## src/design/nllt_pkg.sv

```systemverilog
// ----------------------------------------------------------------------------
// nllt_pkg
// Shared codes and field widths for the node liveness and leader table.
// ----------------------------------------------------------------------------
`default_nettype none

package nllt_pkg;

	localparam int REQ_W     = 3;
	localparam int KIND_W    = 3;
	localparam int ID_W      = 8;
	localparam int QUAL_W    = 8;
	localparam int CHAN_W    = 7;
	localparam int TO_W      = 16;
	localparam int OUT_AGE_W = 16;

	localparam logic [REQ_W-1:0] REQ_JOIN  = 3'd0;
	localparam logic [REQ_W-1:0] REQ_TELEM = 3'd1;
	localparam logic [REQ_W-1:0] REQ_TICK  = 3'd2;
	localparam logic [REQ_W-1:0] REQ_EVAL  = 3'd3;
	localparam logic [REQ_W-1:0] REQ_QUERY = 3'd4;

	localparam logic [KIND_W-1:0] KIND_JOIN_OK  = 3'd0;
	localparam logic [KIND_W-1:0] KIND_FULL     = 3'd1;
	localparam logic [KIND_W-1:0] KIND_LEADER   = 3'd2;
	localparam logic [KIND_W-1:0] KIND_STATUS   = 3'd3;
	localparam logic [KIND_W-1:0] KIND_UNKNOWN  = 3'd4;

	localparam logic ADDR_TIMEOUT = 1'b0;
	localparam logic ADDR_CHANNEL = 1'b1;

endpackage

`default_nettype wire

```

## src/design/nllt_store.sv

```systemverilog
// ----------------------------------------------------------------------------
// nllt_store
// Entry memory: online mark, link quality and age per node; one write and
// one registered read port.
// ----------------------------------------------------------------------------
`default_nettype none

module nllt_store #(
	parameter int DEPTH = 16,
	parameter int AGE_W = 16,
	parameter int IW    = 4
) (
	input  wire                           clk,
	input  wire                           wr_en,
	input  wire  [IW-1:0]                 wr_addr,
	input  wire                           wr_online,
	input  wire  [nllt_pkg::QUAL_W-1:0]   wr_qual,
	input  wire  [AGE_W-1:0]              wr_age,
	input  wire                           rd_en,
	input  wire  [IW-1:0]                 rd_addr,
	output logic                          rd_online,
	output logic [nllt_pkg::QUAL_W-1:0]   rd_qual,
	output logic [AGE_W-1:0]              rd_age
);

	localparam int EW = 1 + nllt_pkg::QUAL_W + AGE_W;

	logic [EW-1:0] mem_q [DEPTH];
	logic [EW-1:0] rd_q;

	always_ff @(posedge clk) begin
		if (wr_en) begin
			mem_q[wr_addr] <= {wr_online, wr_qual, wr_age};
		end
		if (rd_en) begin
			rd_q <= mem_q[rd_addr];
		end
	end

	assign rd_online = rd_q[EW-1];
	assign rd_qual   = rd_q[EW-2 -: nllt_pkg::QUAL_W];
	assign rd_age    = rd_q[AGE_W-1:0];

endmodule

`default_nettype wire

```

## src/design/node_liveness_leader_table.sv

```systemverilog
// ----------------------------------------------------------------------------
// node_liveness_leader_table
// Member table with liveness ageing, leader election and status queries.
// ----------------------------------------------------------------------------
// One word in at a time: the input stalls while a word is being worked on.
// Telemetry is done in the cycle that accepts it. A join, a refused join or a
// query of an unknown id goes on to the emit state, and a query of a known id
// first passes the query-read state for the registered memory read. Tick and
// evaluate sweep the entry memory one entry per cycle. An evaluate then
// decides the leader in the finish state, and goes on to the emit state when
// it announces a new leader. A result waits
// in the output register while the next word is already taken. A word with
// a result of its own holds in its last cycle until that register is free.
// The memory is not cleared: entries above the fill count are never read,
// and a join writes its entry before first use.
`default_nettype none

module node_liveness_leader_table #(
	parameter int MAX_NODES = 16,
	parameter int AGE_WIDTH = 16
) (
	input  wire         clk,
	input  wire         arst_n,
	// slave: tdata = node_id[7:0], quality_in[15:8]; tuser = req_type[2:0]
	input  wire         s_tvalid,
	output logic        s_tready,
	input  wire  [15:0] s_tdata,
	input  wire  [2:0]  s_tuser,
	// master: tdata = result_id[7:0], leader_id[15:8], channel_out[22:16],
	// online_out[23], quality_out[31:24], age_out[47:32]; tuser = result_kind
	output logic        m_tvalid,
	input  wire         m_tready,
	output logic [47:0] m_tdata,
	output logic [2:0]  m_tuser,
	input  wire         psel,
	input  wire         penable,
	input  wire         pwrite,
	input  wire  [2:0]  paddr,
	input  wire  [31:0] pwdata,
	output logic [31:0] prdata,
	output logic        pready
);

	localparam int IW    = (MAX_NODES > 1) ? $clog2(MAX_NODES) : 1;
	localparam int CNT_W = $clog2(MAX_NODES + 1);
	localparam int CW    = (AGE_WIDTH > 16) ? AGE_WIDTH : 16;
	localparam int ID_W  = nllt_pkg::ID_W;
	localparam int QW    = nllt_pkg::QUAL_W;
	localparam logic [AGE_WIDTH-1:0] AGE_MAX = {AGE_WIDTH{1'b1}};

	typedef enum logic [2:0] {ST_IDLE, ST_QRD, ST_WALK, ST_FIN, ST_EMIT} state_t;

	state_t                          state_q;
	logic                            is_eval_q;
	logic [CNT_W-1:0]                idx_q;
	logic                            vld_s1;
	logic [IW-1:0]                   idx_s1;
	logic [CNT_W-1:0]                count_q;
	logic [ID_W-1:0]                 leader_q;
	logic                            leader_valid_q;
	logic [nllt_pkg::TO_W-1:0]       timeout_q;
	logic [nllt_pkg::CHAN_W-1:0]     chan_q;
	logic                            lead_on_q;
	logic                            found_q;
	logic [IW-1:0]                   best_idx_q;
	logic [AGE_WIDTH-1:0]            best_age_q;

	logic [nllt_pkg::KIND_W-1:0]     res_kind_q;
	logic [ID_W-1:0]                 res_id_q;
	logic [ID_W-1:0]                 res_leader_q;
	logic [nllt_pkg::CHAN_W-1:0]     res_chan_q;
	logic                            res_online_q;
	logic [QW-1:0]                   res_qual_q;
	logic [nllt_pkg::OUT_AGE_W-1:0]  res_age_q;

	logic                            wr_en;
	logic [IW-1:0]                   wr_addr;
	logic                            wr_online;
	logic [QW-1:0]                   wr_qual;
	logic [AGE_WIDTH-1:0]            wr_age;
	logic                            rd_en;
	logic [IW-1:0]                   rd_addr;
	logic                            rd_online;
	logic [QW-1:0]                   rd_qual;
	logic [AGE_WIDTH-1:0]            rd_age;

	logic [ID_W-1:0]                 in_id;
	logic [QW-1:0]                   in_qual;
	logic [ID_W-1:0]                 id_m1;
	logic                            id_known;
	logic [ID_W-1:0]                 cur_leader;
	logic [CW-1:0]                   age_ext;
	logic                            age_online;
	logic [ID_W-1:0]                 s1_id;
	logic                            accept;
	logic                            cfg_wr;

	assign in_id      = s_tdata[7:0];
	assign in_qual    = s_tdata[15:8];
	assign id_m1      = in_id - 8'd1;
	assign id_known   = (in_id != '0) && (in_id <= ID_W'(count_q));
	assign cur_leader = leader_valid_q ? leader_q : '0;
	assign age_ext    = CW'(rd_age);
	assign age_online = age_ext <= CW'(timeout_q);
	assign s1_id      = ID_W'(idx_s1) + 8'd1;
	assign s_tready   = (state_q == ST_IDLE);
	assign accept     = s_tvalid && s_tready;
	assign pready     = 1'b1;
	assign cfg_wr     = psel && penable && pwrite && pready;

	always_comb begin
		prdata = '0;
		case (paddr[2])
			nllt_pkg::ADDR_TIMEOUT: prdata = 32'(timeout_q);
			nllt_pkg::ADDR_CHANNEL: prdata = 32'(chan_q);
			default:                prdata = '0;
		endcase
	end

	// memory port steering
	always_comb begin
		wr_en     = 1'b0;
		wr_addr   = idx_s1;
		wr_online = rd_online;
		wr_qual   = rd_qual;
		wr_age    = rd_age;
		rd_en     = 1'b0;
		rd_addr   = idx_q[IW-1:0];
		if (accept && s_tuser == nllt_pkg::REQ_JOIN && count_q != CNT_W'(MAX_NODES)) begin
			wr_en     = 1'b1;
			wr_addr   = count_q[IW-1:0];
			wr_online = 1'b1;
			wr_qual   = '0;
			wr_age    = '0;
		end else if (accept && s_tuser == nllt_pkg::REQ_TELEM && id_known) begin
			wr_en     = 1'b1;
			wr_addr   = id_m1[IW-1:0];
			wr_online = 1'b1;
			wr_qual   = in_qual;
			wr_age    = '0;
		end else if (accept && s_tuser == nllt_pkg::REQ_QUERY) begin
			rd_en   = id_known;
			rd_addr = id_m1[IW-1:0];
		end else if (state_q == ST_WALK) begin
			rd_en = (idx_q < count_q);
			wr_en = vld_s1;
			if (is_eval_q) begin
				wr_online = age_online;
			end else begin
				wr_age = (rd_age == AGE_MAX) ? rd_age : rd_age + 1'b1;
			end
		end
	end

	nllt_store #(
		.DEPTH (MAX_NODES),
		.AGE_W (AGE_WIDTH),
		.IW    (IW)
	) u_store (
		.clk       (clk),
		.wr_en     (wr_en),
		.wr_addr   (wr_addr),
		.wr_online (wr_online),
		.wr_qual   (wr_qual),
		.wr_age    (wr_age),
		.rd_en     (rd_en),
		.rd_addr   (rd_addr),
		.rd_online (rd_online),
		.rd_qual   (rd_qual),
		.rd_age    (rd_age)
	);

	always_ff @(posedge clk or negedge arst_n) begin
		if (!arst_n) begin
			state_q        <= ST_IDLE;
			is_eval_q      <= 1'b0;
			idx_q          <= '0;
			vld_s1         <= 1'b0;
			idx_s1         <= '0;
			count_q        <= '0;
			leader_q       <= '0;
			leader_valid_q <= 1'b0;
			timeout_q      <= 16'd2;
			chan_q         <= 7'd2;
			lead_on_q      <= 1'b0;
			found_q        <= 1'b0;
			best_idx_q     <= '0;
			best_age_q     <= '0;
			res_kind_q     <= '0;
			res_id_q       <= '0;
			res_leader_q   <= '0;
			res_chan_q     <= '0;
			res_online_q   <= 1'b0;
			res_qual_q     <= '0;
			res_age_q      <= '0;
			m_tvalid       <= 1'b0;
			m_tuser        <= '0;
			m_tdata        <= '0;
		end else begin
			if (cfg_wr) begin
				case (paddr[2])
					nllt_pkg::ADDR_TIMEOUT: timeout_q <= pwdata[15:0];
					nllt_pkg::ADDR_CHANNEL: chan_q    <= pwdata[6:0];
					default:                timeout_q <= timeout_q;
				endcase
			end
			if (state_q == ST_EMIT && (!m_tvalid || m_tready)) begin
				m_tvalid <= 1'b1;
				m_tuser  <= res_kind_q;
				m_tdata  <= {res_age_q, res_qual_q, res_online_q, res_chan_q,
					res_leader_q, res_id_q};
			end else if (m_tvalid && m_tready) begin
				m_tvalid <= 1'b0;
			end
			case (state_q)
				ST_IDLE: begin
					if (accept) begin
						res_online_q <= 1'b0;
						res_qual_q   <= '0;
						res_age_q    <= '0;
						idx_q        <= '0;
						vld_s1       <= 1'b0;
						lead_on_q    <= 1'b0;
						found_q      <= 1'b0;
						case (s_tuser)
							nllt_pkg::REQ_JOIN: begin
								state_q <= ST_EMIT;
								if (count_q == CNT_W'(MAX_NODES)) begin
									res_kind_q   <= nllt_pkg::KIND_FULL;
									res_id_q     <= '0;
									res_leader_q <= cur_leader;
									res_chan_q   <= '0;
								end else begin
									res_kind_q <= nllt_pkg::KIND_JOIN_OK;
									res_id_q   <= ID_W'(count_q) + 8'd1;
									res_chan_q <= chan_q;
									count_q    <= count_q + 1'b1;
									if (count_q == '0) begin
										leader_q       <= 8'd1;
										leader_valid_q <= 1'b1;
										res_leader_q   <= 8'd1;
									end else begin
										res_leader_q   <= cur_leader;
									end
								end
							end
							nllt_pkg::REQ_TICK: begin
								is_eval_q  <= 1'b0;
								res_chan_q <= '0;
								state_q    <= ST_WALK;
							end
							nllt_pkg::REQ_EVAL: begin
								is_eval_q  <= 1'b1;
								res_chan_q <= '0;
								state_q    <= ST_WALK;
							end
							nllt_pkg::REQ_QUERY: begin
								res_id_q     <= in_id;
								res_leader_q <= cur_leader;
								res_chan_q   <= '0;
								if (id_known) begin
									res_kind_q <= nllt_pkg::KIND_STATUS;
									state_q    <= ST_QRD;
								end else begin
									res_kind_q <= nllt_pkg::KIND_UNKNOWN;
									state_q    <= ST_EMIT;
								end
							end
							default: state_q <= ST_IDLE;
						endcase
					end
				end
				ST_QRD: begin
					res_online_q <= rd_online;
					res_qual_q   <= rd_qual;
					res_age_q    <= (age_ext > CW'(16'hFFFF)) ? 16'hFFFF : age_ext[15:0];
					state_q      <= ST_EMIT;
				end
				ST_WALK: begin
					vld_s1 <= rd_en;
					idx_s1 <= idx_q[IW-1:0];
					if (rd_en) begin
						idx_q <= idx_q + 1'b1;
					end
					if (vld_s1 && is_eval_q && age_online) begin
						if (s1_id == leader_q) begin
							lead_on_q <= 1'b1;
						end
						if (!found_q || rd_age < best_age_q) begin
							found_q    <= 1'b1;
							best_idx_q <= idx_s1;
							best_age_q <= rd_age;
						end
					end
					if (!rd_en && !vld_s1) begin
						state_q <= is_eval_q ? ST_FIN : ST_IDLE;
					end
				end
				ST_FIN: begin
					if (!(leader_valid_q && lead_on_q)) begin
						leader_valid_q <= found_q;
						if (found_q) begin
							leader_q     <= ID_W'(best_idx_q) + 8'd1;
							res_kind_q   <= nllt_pkg::KIND_LEADER;
							res_id_q     <= ID_W'(best_idx_q) + 8'd1;
							res_leader_q <= ID_W'(best_idx_q) + 8'd1;
							state_q      <= ST_EMIT;
						end else begin
							state_q      <= ST_IDLE;
						end
					end else begin
						state_q <= ST_IDLE;
					end
				end
				ST_EMIT: begin
					if (!m_tvalid || m_tready) begin
						state_q <= ST_IDLE;
					end
				end
				default: state_q <= ST_IDLE;
			endcase
		end
	end

	a_count_bound: assert property (@(posedge clk) disable iff (!arst_n)
		count_q <= CNT_W'(MAX_NODES))
		else $error("node count beyond table size");

	a_leader_known: assert property (@(posedge clk) disable iff (!arst_n)
		leader_valid_q |-> (leader_q != '0) && (leader_q <= ID_W'(count_q)))
		else $error("leader id outside member range");

	a_no_rw_clash: assert property (@(posedge clk) disable iff (!arst_n)
		(wr_en && rd_en) |-> (wr_addr != rd_addr))
		else $error("read and write of the same entry in one cycle");

	a_leader_word: assert property (@(posedge clk) disable iff (!arst_n)
		(m_tvalid && m_tuser == nllt_pkg::KIND_LEADER) |-> (m_tdata[7:0] == m_tdata[15:8]))
		else $error("new leader word disagrees with leader id");

	a_walk_ends: assert property (@(posedge clk) disable iff (!arst_n)
		(state_q == ST_WALK && !rd_en && !vld_s1) |=> (state_q != ST_WALK))
		else $error("sweep did not finish");

endmodule

`default_nettype wire

```

## config.mk

```make
export PLATFORM = sky130hd
export DESIGN_NAME = node_liveness_leader_table
export DESIGN_NICKNAME = d
export VERILOG_FILES = /design/src/design/nllt_pkg.sv /design/src/design/nllt_store.sv /design/src/design/node_liveness_leader_table.sv
export SDC_FILE = /design/constraint.sdc
export NUM_CORES = 1
export LEC_CHECK = 0
export BUFFER_PORTS_ARGS = -buffer_cell sky130_fd_sc_hd__buf_2
export CORE_MARGIN = 5
export CORE_UTILIZATION = 50
export DETAILED_ROUTE_END_ITERATION = 8
export PLACE_DENSITY = 0.68
export SKIP_CTS_REPAIR_TIMING = 1
export SYNTH_ARGS = -nofsm -noshare
export SYNTH_HDL_FRONTEND = slang
export SYNTH_HIERARCHICAL = 1
export SYNTH_SLANG_ARGS = --single-unit
```

## constraint.sdc

```tcl
create_clock -name clk -period 11.7 [get_ports clk]
set_clock_uncertainty 0.1 [all_clocks]
set_input_delay 1.17 -clock clk [delete_from_list [all_inputs] [get_ports clk]]
set_output_delay 1.17 -clock clk [all_outputs]
set_load 0.02 [all_outputs]
```

* Word-level counts from Yosys, hierarchy flattened
Memories as Yosys holds them, arrays and structs flattened. A register that Yosys moved wholly into a read port is not among the register bits. Index checks and enable logic that the tools add are counted.
Word-level totals: bits in registers 176, RAM bits 400, input bits 61, output and inout bits 86, logic and storage cells 202, memories kept 1
Cells by class: add/subtract/negate cells 7, $lt $le $gt $ge 5, eq/ne operators 25, multiplexer cells 90, bitwise logic cells 2, reduce and logical (&&, ||, !) cells 48
Memory list:
- u_store.mem_q | depth 16, width 25, read ports 1, clocked after memory_dff 1, write ports 1, line nllt_store.sv:28 | logic [EW-1:0] mem_q [DEPTH];
Operators by type and width (number):
- 2-to-1 mux 16 bit | 8
- 2-to-1 mux 8 bit | 14
- case mux 8 bit (2 select lines) | 6
- case mux 32 bit (2 select lines) | 1
- case mux 16 bit (2 select lines) | 1
- 2-to-1 mux 3 bit | 10
- 2-to-1 mux 1 bit | 28
- 2-to-1 mux 4 bit | 5
- adder 16 x 1 -> 16 bit (second input constant) | 1
- equality test 16 bit (second input constant) | 1
- > comparator 16 bit (second input constant) | 1
- less-or-equal comparator 16 bit | 1
- less-than comparator 16 bit | 1
- != test 2 x 1 -> 1 bit (second input constant) | 8
- logical AND 1 bit | 15
- case mux 3 bit (5 select lines) | 1
- AND reduction 3 bit | 5
- case mux 7 bit (2 select lines) | 1
- equality test 3 x 2 -> 1 bit (second input constant) | 4
- case mux 1 bit (2 select lines) | 6
- case mux 3 bit (2 select lines) | 2
- AND reduction 4 bit | 3
- nonzero test 2 bit | 6
- adder 4 x 1 -> 5 bit (second input constant) | 2
- 30 further kinds | 46

* Longest topological paths before layout
Gate-level depths: netlist of the first run.
word-level depth 10, mapped depth 12, depth with buffers taken out 11

* Cells and area by module
Netlist of the first run, hierarchy kept.
Modules (own cells, without submodules):
- nllt_store | instances 1, cells each 660, area each 15801.4 sq um, sequential area each 12762.2 sq um
- node_liveness_leader_table | instances 1, cells each 875, area each 8914.8 sq um, sequential area each 4181.5 sq um

* Least setup slack after synthesis of the first run
No wires, ideal clock.
path type input -> register, start point input s_tdata[1], end point memory u_store/mem_q[0][0] (netlist name), enable pin, library setup time 0.438 ns, data arrival time 4.998 ns, data required time 11.162 ns, slack 6.164 ns, stages on the path 11, path buffers 1, cells stage by stage ha_1 > nor2b_1 > o21a_1 > o21ai_0 > a221o_1 > nand4_1 > buf_2 > nand3_1 > o211ai_1 > or3b_2 > nor3_1
Between the ends: elaborated cells on any way between the ends 11, those cells by class 1 x add/sub; 1 x order compare; 6 x mux; 3 x reduce/logical
RTL lines:
- start: declaration | line node_liveness_leader_table.sv:27 | input wire [15:0] s_tdata,
- less-or-equal comparator 8 x 5 -> 1 bit or nonzero test 8 bit (tied branches) | line node_liveness_leader_table.sv:101 | assign id_known = (in_id != '0) && (in_id <= ID_W'(count_q));
- logical AND 1 bit | line node_liveness_leader_table.sv:101
- logical AND 1 bit | line node_liveness_leader_table.sv:135 | end else if (accept && s_tuser == nllt_pkg::REQ_TELEM && id_known) begin
- 2-to-1 mux 4 bit * | line node_liveness_leader_table.sv:135
- 2-to-1 mux 4 bit * | line node_liveness_leader_table.sv:129 | if (accept && s_tuser == nllt_pkg::REQ_JOIN && count_q != CNT_W'(MAX_NODES)) begin
- net wr_addr[2] | line node_liveness_leader_table.sv:77 | logic [IW-1:0] wr_addr;
- end: declaration | line nllt_store.sv:28
Mark *: on every way through the listed nets, which the timed path passes. The rest lies on a longest branch.

* Worst setup path after layout of the first run
start point register state_q[1], end point memory u_store/mem_q[15][23] (netlist name), enable pin
Between the ends: elaborated cells on any way between the ends 16, those cells by class 1 x eq/ne; 8 x mux; 7 x reduce/logical
RTL lines:
- start: declaration | line node_liveness_leader_table.sv:53 | state_t state_q;
- start signal: assignment | line node_liveness_leader_table.sv:296 | state_q <= is_eval_q ? ST_FIN : ST_IDLE;
- zero test 3 bit * | line node_liveness_leader_table.sv:106 | assign s_tready = (state_q == ST_IDLE);
- logical AND 1 bit * | line node_liveness_leader_table.sv:107 | assign accept = s_tvalid && s_tready;
- logical AND 1 bit (2 in series) | line node_liveness_leader_table.sv:135
- 2-to-1 mux 4 bit | line node_liveness_leader_table.sv:135
- 2-to-1 mux 4 bit * | line node_liveness_leader_table.sv:129
- net wr_addr[0] | line node_liveness_leader_table.sv:77
Marked as above.

==> results of run 1 <==
[logic make-up (layout without fill, tap and decap cells)]
kind of cell             after synthesis  count (layout)  synth area share (%)
buffers and inverters                137             294                  2.74
multiplexers                         204             204                  13.8
flip-flops                           592             592                  68.6
AO/OA/AOI/OAI                        201             201                  5.38
AND/OR/NAND/NOR                      323             323                  6.08
other                                  2              20                0.0304
XOR/XNOR                              29              29                  1.03
adder cells (fa/ha/maj)               47              47                  2.38
[flip-flops by register name, indices dropped and copies added, names as in the netlist, 3 cells and up]
name and cells:
u_store/rd_q 25, state_q 3, m_tdata 45, idx_q 5, res_age_q 16, best_age_q 16, idx_s1 4, res_id_q 8
res_kind_q 3, res_chan_q 7, u_store/mem_q 400, leader_q 5, best_idx_q 4, timeout_q 16, m_tuser 3, res_qual_q 8
count_q 5, res_leader_q 5, chan_q 7
[routing by layer]
layer	share of wire, %	vias up	GRT usage [%]
li1	-	6098	-
met3	7.9	79	3.35
met1	42	7080	29.6
met4	1.9	0	5.02
met5	0	-	0
met2	48	512	33.5
[power by group through the flow]
stage | clock [uW] | sequential (uW) | combinational, uW
6_report | 1910 | 2910 | 1580
2_1_floorplan | 0 | 2920 | 1130
3_5_place_dp | 0 | 2950 | 1590
3_3_place_gp | 0 | 2940 | 1540
5_1_grt | 2050 | 2940 | 1750
4_1_cts | 1960 | 2910 | 1600
[per-stage QoR]
step,util [%],std cells,area (um^2),worst slack [ns],total power [uW]
global route,57.2,2374,28000,5.85,6740
finish,57.2,2374,28000,6.24,6410
global placement,53.1,2264,26000,5.99,4480
detailed placement,53.1,2264,26000,5.95,4540
CTS,57.2,2374,28000,6.22,6460
floorplan,-,1553,24800,6.16,4050
[worst min-delay path, delay by kind of cell, from the launching register on]
kind / cells / cell delay (ns)
AOI/OAI and AO/OA: 1 / 0.06
DFF: 1 / 0.34
and+or+nand+nor: 1 / 0.05
[synthesized netlist by cell type (3+ instances only)]
| cell type | number | area [um^2] |
|---|---|---|
| edfxtp_1 | 425 | 12800 |
| dfrtp_1 | 165 | 4130 |
| nand2_1 | 144 | 541 |
| mux4_2 | 100 | 2250 |
| mux2_2 | 94 | 1060 |
| nor2_1 | 68 | 255 |
| o21ai_0 | 63 | 315 |
| a22oi_1 | 51 | 383 |
| ha_1 | 47 | 588 |
| inv_1 | 42 | 158 |
| clkbuf_1 | 40 | 150 |
| a21oi_1 | 31 | 155 |
| buf_4 | 28 | 210 |
| nand3_1 | 21 | 105 |
| xor2_1 | 16 | 140 |
| nand4_1 | 14 | 87.6 |
| xnor2_1 | 13 | 114 |
| a22o_1 | 11 | 96.3 |
| buf_1 | 11 | 41.3 |
| nor3_1 | 11 | 55.1 |
| and3_1 | 10 | 62.6 |
| buf_2 | 10 | 50.1 |
| and2_1 | 9 | 56.3 |
| nor2b_1 | 9 | 56.3 |
| mux2i_1 | 8 | 80.1 |
| nand2b_1 | 8 | 50.1 |
| a21o_1 | 6 | 45.0 |
| buf_6 | 6 | 67.6 |
| or3_1 | 6 | 37.5 |
| a31oi_1 | 5 | 31.3 |
| o211ai_1 | 5 | 37.5 |
| a211o_1 | 4 | 35.0 |
| nand3b_1 | 4 | 30.0 |
| a211oi_1 | 3 | 22.5 |
| nor4_1 | 3 | 18.8 |
| o31ai_1 | 3 | 22.5 |
[cell type report]
cell class / count / area, um^2 / share of cell area [%]
Sequential cell: 592 / 16900 / 60.5
Clock buffer: 79 / 1700 / 6.07
Inverter: 42 / 158 / 0.563
Timing Repair Buffer: 142 / 802 / 2.86
Clock inverter: 31 / 308 / 1.10
Multi-Input combinational cell: 824 / 7260 / 25.9
Tap cell: 664 / 831 / 2.97
[worst max path at each step]
stage	cells past startpoint	startpoint	slack [ns]	end
floorplan	11	s_tdata[1]	6.16	u_store/mem_q[0][0]
global placement	9	s_tvalid	5.99	u_store/mem_q[15][19]
detailed placement	9	s_tvalid	5.95	u_store/mem_q[15][21]
CTS	9	state_q[1]	6.22	u_store/mem_q[15][23]
global route	9	state_q[1]	5.85	u_store/mem_q[15][19]
finish	9	state_q[1]	6.24	u_store/mem_q[15][23]
==> metrics.txt, run 1 <==
status=completed; internal reg-to-reg setup slack=6.24 ns; Routed WL=55,000 um; Initial Util=50.5%; Max VDD drop=0.000116 V; antenna violations before repair=0; register bit count reported by yosys=592; gr usage total=20.6%; Ports=147; vias per cell=5.80; slew margin rel.=19.6%; layout cells sized above 1=27.1%; H-tree Lvls=2; Netlist cell types=67; Critical Path Sink Type=flop; Max FO, Critical Path=30; fraction of power consumed by combinational cells=24.7%; most common cell after layout, fill and taps aside=edfxtp_1; Worst R2R Start=state_q[1]; Sinks on Clock Net=592; Switch Pwr=1940 uW; internal power=4470 uW; slowest stage delay, CP=0.86 ns; pin count of the biggest net entering global routing=68; nets=1,769; Tightest Pin Transition=1.20 ns; Max Root-Sink Buffers=3; Hold Crit Class=flop to flop; vias in the first global route=13,700; Die Wd=232 um; CTS buffer count=59; Syn Std Cell Area=24,700 um^2; root buffer cell=clkbuf_16; Routed Antenna Nets=0; CP Class=flop to flop; Leak=0.0105 uW; Die ar.=54,000 um^2; DRC viols=0; drt pass-1 iters=5; crit start category=flop; later-pin clock latency in the skew report=0.62 ns; worst r2r dst=u_store/mem_q[15][23]; total power divided by cell area=229 nW/um^2; top cell family by delay on the critical path=simple AND/OR/NAND/NOR gates; CTS tree=built; first-pass GRT wire length=84,300 um; Post-Syn Instances=1,535; WP data required=11.87 ns; Post-DP HPWL=32,200 um; Flop pwr share=45.4%; Vias=13,800; WHS Path Cells=2; Hold Startpoint=res_leader_q[3]; period utilisation layout=46.7%; CP bufs+invs=2; Hold EP=res_leader_q[3]; max frequency=183 MHz; synthesized area per cell=16.1 um^2; Rows=81; fin crit period=5.46 ns; DR WL/cell=23.2 um; Post-synth EDFFs=425; YS warnings=6; setup TNS=0 ns; clock share of power=29.9%; RSZ-0062 raised after global routing=no; CP max stage cell=a211oi_1; input/output buffers=108; Final Max Slew Viols=0; Die Y=232 um; Placer Congestion=0.797; sw frac=30.3%; Core ar.=49,000 um^2; worst reg2reg path depth=9; grt ovf=0; register area share after synthesis=68.6%; fill count=3,767; final hold viol count=0; ys flop type=edfxtp_1; Max Cap Viol=0; CP cell instances=nor3_4 > nand2_1 > nor3_1 > nand4_1 > buf_4 > a211oi_1 > nand2_1 > nor2_2 > buf_4; DR iter-0 viols=1,312; clock slew at reported path FFs=0.06 ns; ys async rst share=28.2%; commonest cells after routing, fill and taps aside=edfxtp_1 (425), dfrtp_1 (165), nand2_1 (144), buf_2 (107), mux4_2 (100); Critical Path AT=5.63 ns; # diodes=0; Hold WS=0.378 ns; Final setup violation count=0; Area Overhead vs Synth=13.3%
Note: power is estimated with default switching activity, not from simulation.
==> inputs of run 2 (changes only) <==
Settings changed: PLACE_DENSITY 0.68 to 0.7.
Clock period 11.7 ns to 4.5 ns, I/O delays scaled along.
==> metrics.txt, run 2 (synthesized netlist as in run 1, its figures left out) <==
max frequency=254 MHz (+39%); cell count after placement=2,291 (+1.2%); Tightest Pin Transition=1.30 ns (+0.104 ns); status=completed; period utilisation layout=87.3% (+41 points); RSZ-0062 raised after global routing=no; vias per cell=5.73 (-1.2%); fin crit period=3.93 ns (-1.53 ns); Final Max Slew Viols=0 (unchanged); H-tree Lvls=2 (unchanged); Routed WL=54,600 um (-0.76%); Ports=147 (unchanged); CP bufs+invs=3 (+1); later-pin clock latency in the skew report=0.63 ns (about the same); Max FO, Critical Path=25 (-17%); setup TNS=0 ns (unchanged); # diodes=0 (unchanged); Hold EP=res_id_q[1]; Rows=81 (unchanged); Vias=13,900 (+0.70%); crit start category=flop; CP startpoint=count_q[2]; Sinks on Clock Net=592 (unchanged); worst r2r dst=u_store/mem_q[2][18]; Hold WS=0.0617 ns (-0.316 ns); top cell family by delay on the critical path=simple AND/OR/NAND/NOR gates; Hold Startpoint=s_tdata[1]; drt pass-1 iters=5 (unchanged); slowest stage delay, CP=0.52 ns (-0.34 ns); worst reg2reg path depth=12 (+3); pin count of the biggest net entering global routing=102 (+50%); Die Y=232 um (unchanged); gr usage total=20.2% (-0.36 points); Post-DP HPWL=33,700 um (+4.8%); most common cell after layout, fill and taps aside=edfxtp_1; commonest cells after routing, fill and taps aside=edfxtp_1 (425), dfrtp_1 (165), nand2_1 (144), buf_2 (107), mux4_2 (100); total power divided by cell area=603 nW/um^2 (+160%); Leak=0.0107 uW (+2.5%); input/output buffers=108 (unchanged); max reg flops=400 (unchanged); Initial Util=50.5% (unchanged); root buffer cell=clkbuf_16; WP data required=4.67 ns (-7.20 ns); DRC viols=0 (unchanged); slew margin rel.=13.1% (-6.5 points); clock slew at reported path FFs=0.06 ns (about the same); Final setup violation count=0 (unchanged); WHS Path Cells=3 (+1); Max Root-Sink Buffers=3 (unchanged); Max Cap Viol=0 (unchanged); CP cell instances=inv_1 > ha_1 > o21a_1 > o21ai_0 > a221o_1 > nand4_1 > or3_1 > o211ai_1 > buf_4 > nand2b_1 > nor2_2 > buf_4; biggest regs=u_store/mem_q: 400 flops, m_tdata: 45 flops, u_store/rd_q: 25 flops; Critical Path AT=4.10 ns (-1.53 ns); CTS buffer count=58 (-1.7%); Crit path top cell by count=buf_4; Core ar.=49,000 um^2 (unchanged); Die Wd=232 um (unchanged); Max VDD drop=0.000353 V (+200%); Area Overhead vs Synth=15.8%; DR WL/cell=22.6 um (-2.6%); grt ovf=0 (unchanged); layout cells sized above 1=28.2% (+1.1 points); DR iter-0 viols=1,293 (-1.4%); Critical Path Sink Type=flop; CTS tree=built; antenna violations before repair=0 (unchanged); Worst R2R Start=count_q[2]; Hold Crit Class=primary input to flop; CP max stage cell=dfrtp_1; CP Class=flop to flop; final hold viol count=0 (unchanged); Reg with most FFs=u_store/mem_q; Routed Antenna Nets=0 (unchanged); vias in the first global route=14,000 (+2.1%); nets=1,814 (+2.5%); first-pass GRT wire length=84,000 um (-0.28%); final non-filler cell total=2,420 (+1.9%); internal reg-to-reg setup slack=0.57 ns (-5.67 ns); Die ar.=54,000 um^2 (unchanged); Placer Congestion=0.812 (+1.9%)
run 2: changes by cell type in the layout (fill, tap and decap cells not counted), moves of 3 or more:
cell           delta
clkinv_4          -3
clkinvlp_4        +7
buf_12            +6
buf_4            +21
nor3_4            +4
clkbuf_16         -3
dlygate4sd3_1    +19
clkinv_1          -5
nor3_2            -4
bufinv_16         +6
run 2: worst register-to-register path, cell delays in order, from the launching register on:
cell,delay [ns]
dfrtp_1,0.52
inv_1,0.15
ha_1,0.32
o21a_1,0.11
o21ai_0,0.14
a221o_1,0.19
nand4_1,0.36
or3_1,0.46
o211ai_1,0.22
buf_4,0.28
nand2b_1,0.18
nor2_2,0.15
buf_4,0.41
run 2: where the power goes:
| group | switching, uW | internal (uW) |
|---|---|---|
| registers | 545 | 7000 |
| logic | 2600 | 1820 |
| clock network | 2090 | 3200 |
run 2: metrics by stage:
step	instance area (um^2)	total power (uW)	util [%]	setup WS [ns]
after CTS	28400	17400	58.1	0.557
after floorplan	24800	10500	-	0.183
after detailed placement	26300	12000	53.7	0.442
after global placement	26300	11900	53.7	0.498
after global routing	28600	18100	58.5	0.269
final	28600	17300	58.5	0.570
run 2: area by class of cell:
cell class | instances | area (um^2)
Inverter | 42 | 158
Clock inverter | 35 | 514
Clock buffer | 75 | 1630
Sequential cell | 592 | 16900
Tap cell | 664 | 831
Timing Repair Buffer | 188 | 1270
Fill cell | 3701 | 20300
Multi-Input combinational cell | 824 | 7290
run 2: metal layers:
| metal | share of wire [%] | GRT usage, % | vias to the layer above |
|---|---|---|---|
| met1 | 43 | 29.5 | 7092 |
| met2 | 48 | 32.4 | 512 |
| li1 | - | - | 6194 |
| met3 | 7.6 | 3.77 | 67 |
| met4 | 1.8 | 4.34 | 0 |
| met5 | 0 | 0 | - |
run 2: how the worst max path moves through the flow:
stage | to | slack (ns) | depth (start not counted)
2_1_floorplan | u_store/mem_q[15][0] | 0.18 | 10
3_3_place_gp | u_store/mem_q[6][7] | 0.50 | 13
3_5_place_dp | u_store/mem_q[2][6] | 0.44 | 12
4_1_cts | u_store/mem_q[6][18] | 0.56 | 13
5_1_grt | u_store/mem_q[11][10] | 0.27 | 12
6_report | u_store/mem_q[2][18] | 0.57 | 12
==> inputs of run 3 (changes only) <==
Settings changed: CORE_UTILIZATION 50 to 37, PLACE_DENSITY 0.7 to not set.
==> metrics.txt, run 3 (synthesized netlist as in run 1, its figures left out) <==
RSZ-0062 raised after global routing=no; Flop pwr share=44.4% (+0.7 points); Max Root-Sink Buffers=3 (unchanged); commonest cells after routing, fill and taps aside=edfxtp_1 (425), dfrtp_1 (165), nand2_1 (144), buf_2 (107), mux4_2 (100); clock slew at reported path FFs=0.06 ns (about the same); biggest regs=u_store/mem_q: 400 flops, m_tdata: 45 flops, u_store/rd_q: 25 flops; Initial Util=37.5% (-13 points); Hold Crit Class=primary input to flop; CP startpoint=count_q[1]; layout cells sized above 1=28.0% (-0.24 points); gr usage total=15.8% (-4.4 points); antenna violations before repair=0 (unchanged); setup TNS=0 ns (unchanged); Design Power=17,000 uW (-1.3%); Sinks on Clock Net=592 (unchanged); fin crit period=4.08 ns (+0.149 ns); Rows=94 (+16%); Placer Congestion=0.807 (-0.57%); Worst R2R Start=count_q[1]; Area Overhead vs Synth=16.4%; Routed Antenna Nets=0 (unchanged); period utilisation layout=90.6% (+3.3 points); drt pass-1 iters=5 (unchanged); worst r2r dst=u_store/mem_q[7][10]; status=completed; slew margin rel.=24.1% (+11 points); Leak=0.0107 uW (-0.35%); final hold viol count=0 (unchanged); WP data required=4.62 ns (-0.05 ns); DR WL/cell=21.8 um (-3.5%); dpl cell area=26,600 um^2 (+1.0%); CTS buffer count=67 (+16%); max frequency=245 MHz (-3.6%); utilization after layout=43.6% (-15 points); later-pin clock latency in the skew report=0.60 ns (-0.03 ns); Die Y=268 um (+16%); Ports=147 (unchanged); Critical Path Sink Type=flop; Final setup violation count=0 (unchanged); CTS tree=built; DRC viols=0 (unchanged); Reg with most FFs=u_store/mem_q; total power divided by cell area=592 nW/um^2 (-1.7%); worst reg2reg path depth=14 (+2); Max FO, Critical Path=25 (unchanged); Vias=13,800 (-0.49%); clock share of power=30.3% (-0.4 points); pin count of the biggest net entering global routing=78 (-24%); DR iter-0 viols=999 (-23%); first-pass GRT wire length=87,500 um (+4.1%); grt ovf=0 (unchanged); crit start category=flop; Post-DP HPWL=35,700 um (+5.8%); Max VDD drop=0.000276 V (-22%); input/output buffers=108 (unchanged); Routed WL=57,000 um (+4.4%); Critical Path AT=4.20 ns (+0.10 ns); max reg flops=400 (unchanged); Max Cap Viol=0 (unchanged); Die Wd=268 um (+16%); Final Max Slew Viols=0 (unchanged); fraction of power consumed by combinational cells=25.3% (-0.3 points); Design Area, Final=28,800 um^2 (+0.47%); CP Class=flop to flop; internal reg-to-reg setup slack=0.42 ns (-0.15 ns); H-tree Lvls=3 (+1); vias in the first global route=14,300 (+2.4%); Core ar.=66,000 um^2 (+35%); internal power=11,800 uW (-1.7%); nets=1,816 (+0.11%); Tightest Pin Transition=1.13 ns (-0.168 ns); Die ar.=72,100 um^2 (+34%); Switch Pwr=5230 uW (-0.26%); sw frac=30.7% (+0.31 points); crit path to=u_store/mem_q[7][10]; root buffer cell=clkbuf_16; most common cell after layout, fill and taps aside=edfxtp_1; vias per cell=5.27 (-8.0%)
[run 3: layer usage]
| layer | vias up | GRT usage, % | wire length, um |
|---|---|---|---|
| met5 | - | 0 | 0 |
| met4 | 0 | 4.20 | 1260 |
| met3 | 88 | 2.81 | 3480 |
| met2 | 412 | 26.0 | 27200 |
| met1 | 7104 | 22.1 | 25100 |
| li1 | 6193 | - | - |
[run 3: power groups by stage]
| stage | registers [uW] | logic (uW) | clock network [uW] |
|---|---|---|---|
| 6_report | 7570 | 4310 | 5160 |
| 3_5_place_dp | 7670 | 4340 | 0 |
| 2_1_floorplan | 7600 | 2930 | 0 |
| 3_3_place_gp | 7640 | 4230 | 0 |
| 5_1_grt | 7640 | 4750 | 5510 |
| 4_1_cts | 7560 | 4360 | 5290 |
[run 3: cell type report]
type                            instances  area, um^2
Fill cell                            5782       37200
Sequential cell                       592       16900
Multi-Input combinational cell        824        7290
Clock buffer                           86        1820
Timing Repair Buffer                  181        1210
Tap cell                              864        1080
Clock inverter                         28         256
Inverter                               42         158
Antenna cell                            1        2.50
[run 3: critical path, cell delays in order, from the launching register on]
cell	delay, ns
dfrtp_1	0.39
inv_1	0.17
ha_1	0.27
nor2b_1	0.13
o21a_1	0.16
o21ai_0	0.17
a221o_1	0.25
nand4_1	0.30
buf_4	0.31
or3_1	0.32
o211ai_1	0.11
buf_4	0.25
nand2_1	0.18
nor2_2	0.14
buf_4	0.45
[run 3: through the flow]
step           setup slack [ns]  hold slack (ns)  cells
2_1_floorplan             0.183           0.0544   1553
3_3_place_gp              0.389            0.367   2491
3_5_place_dp              0.351            0.370   2491
4_1_cts                   0.461           -0.190   2605
5_1_grt                   0.185         0.000596   2617
6_report                  0.421          0.00802   2618
[run 3: worst min path at each step]
stage | slack (ns) | end | cells after the start | startpoint
2_1_floorplan | 0.05 | best_age_q[0] | 0 | arst_n
3_3_place_gp | 0.37 | res_leader_q[0] | 2 | res_leader_q[0]
3_5_place_dp | 0.37 | res_id_q[4] | 2 | res_id_q[4]
4_1_cts | -0.19 | res_id_q[5] | 1 | arst_n
5_1_grt | 0.0006 | chan_q[2] | 2 | pwdata[2]
6_report | 0.008 | timeout_q[15] | 2 | pwdata[15]
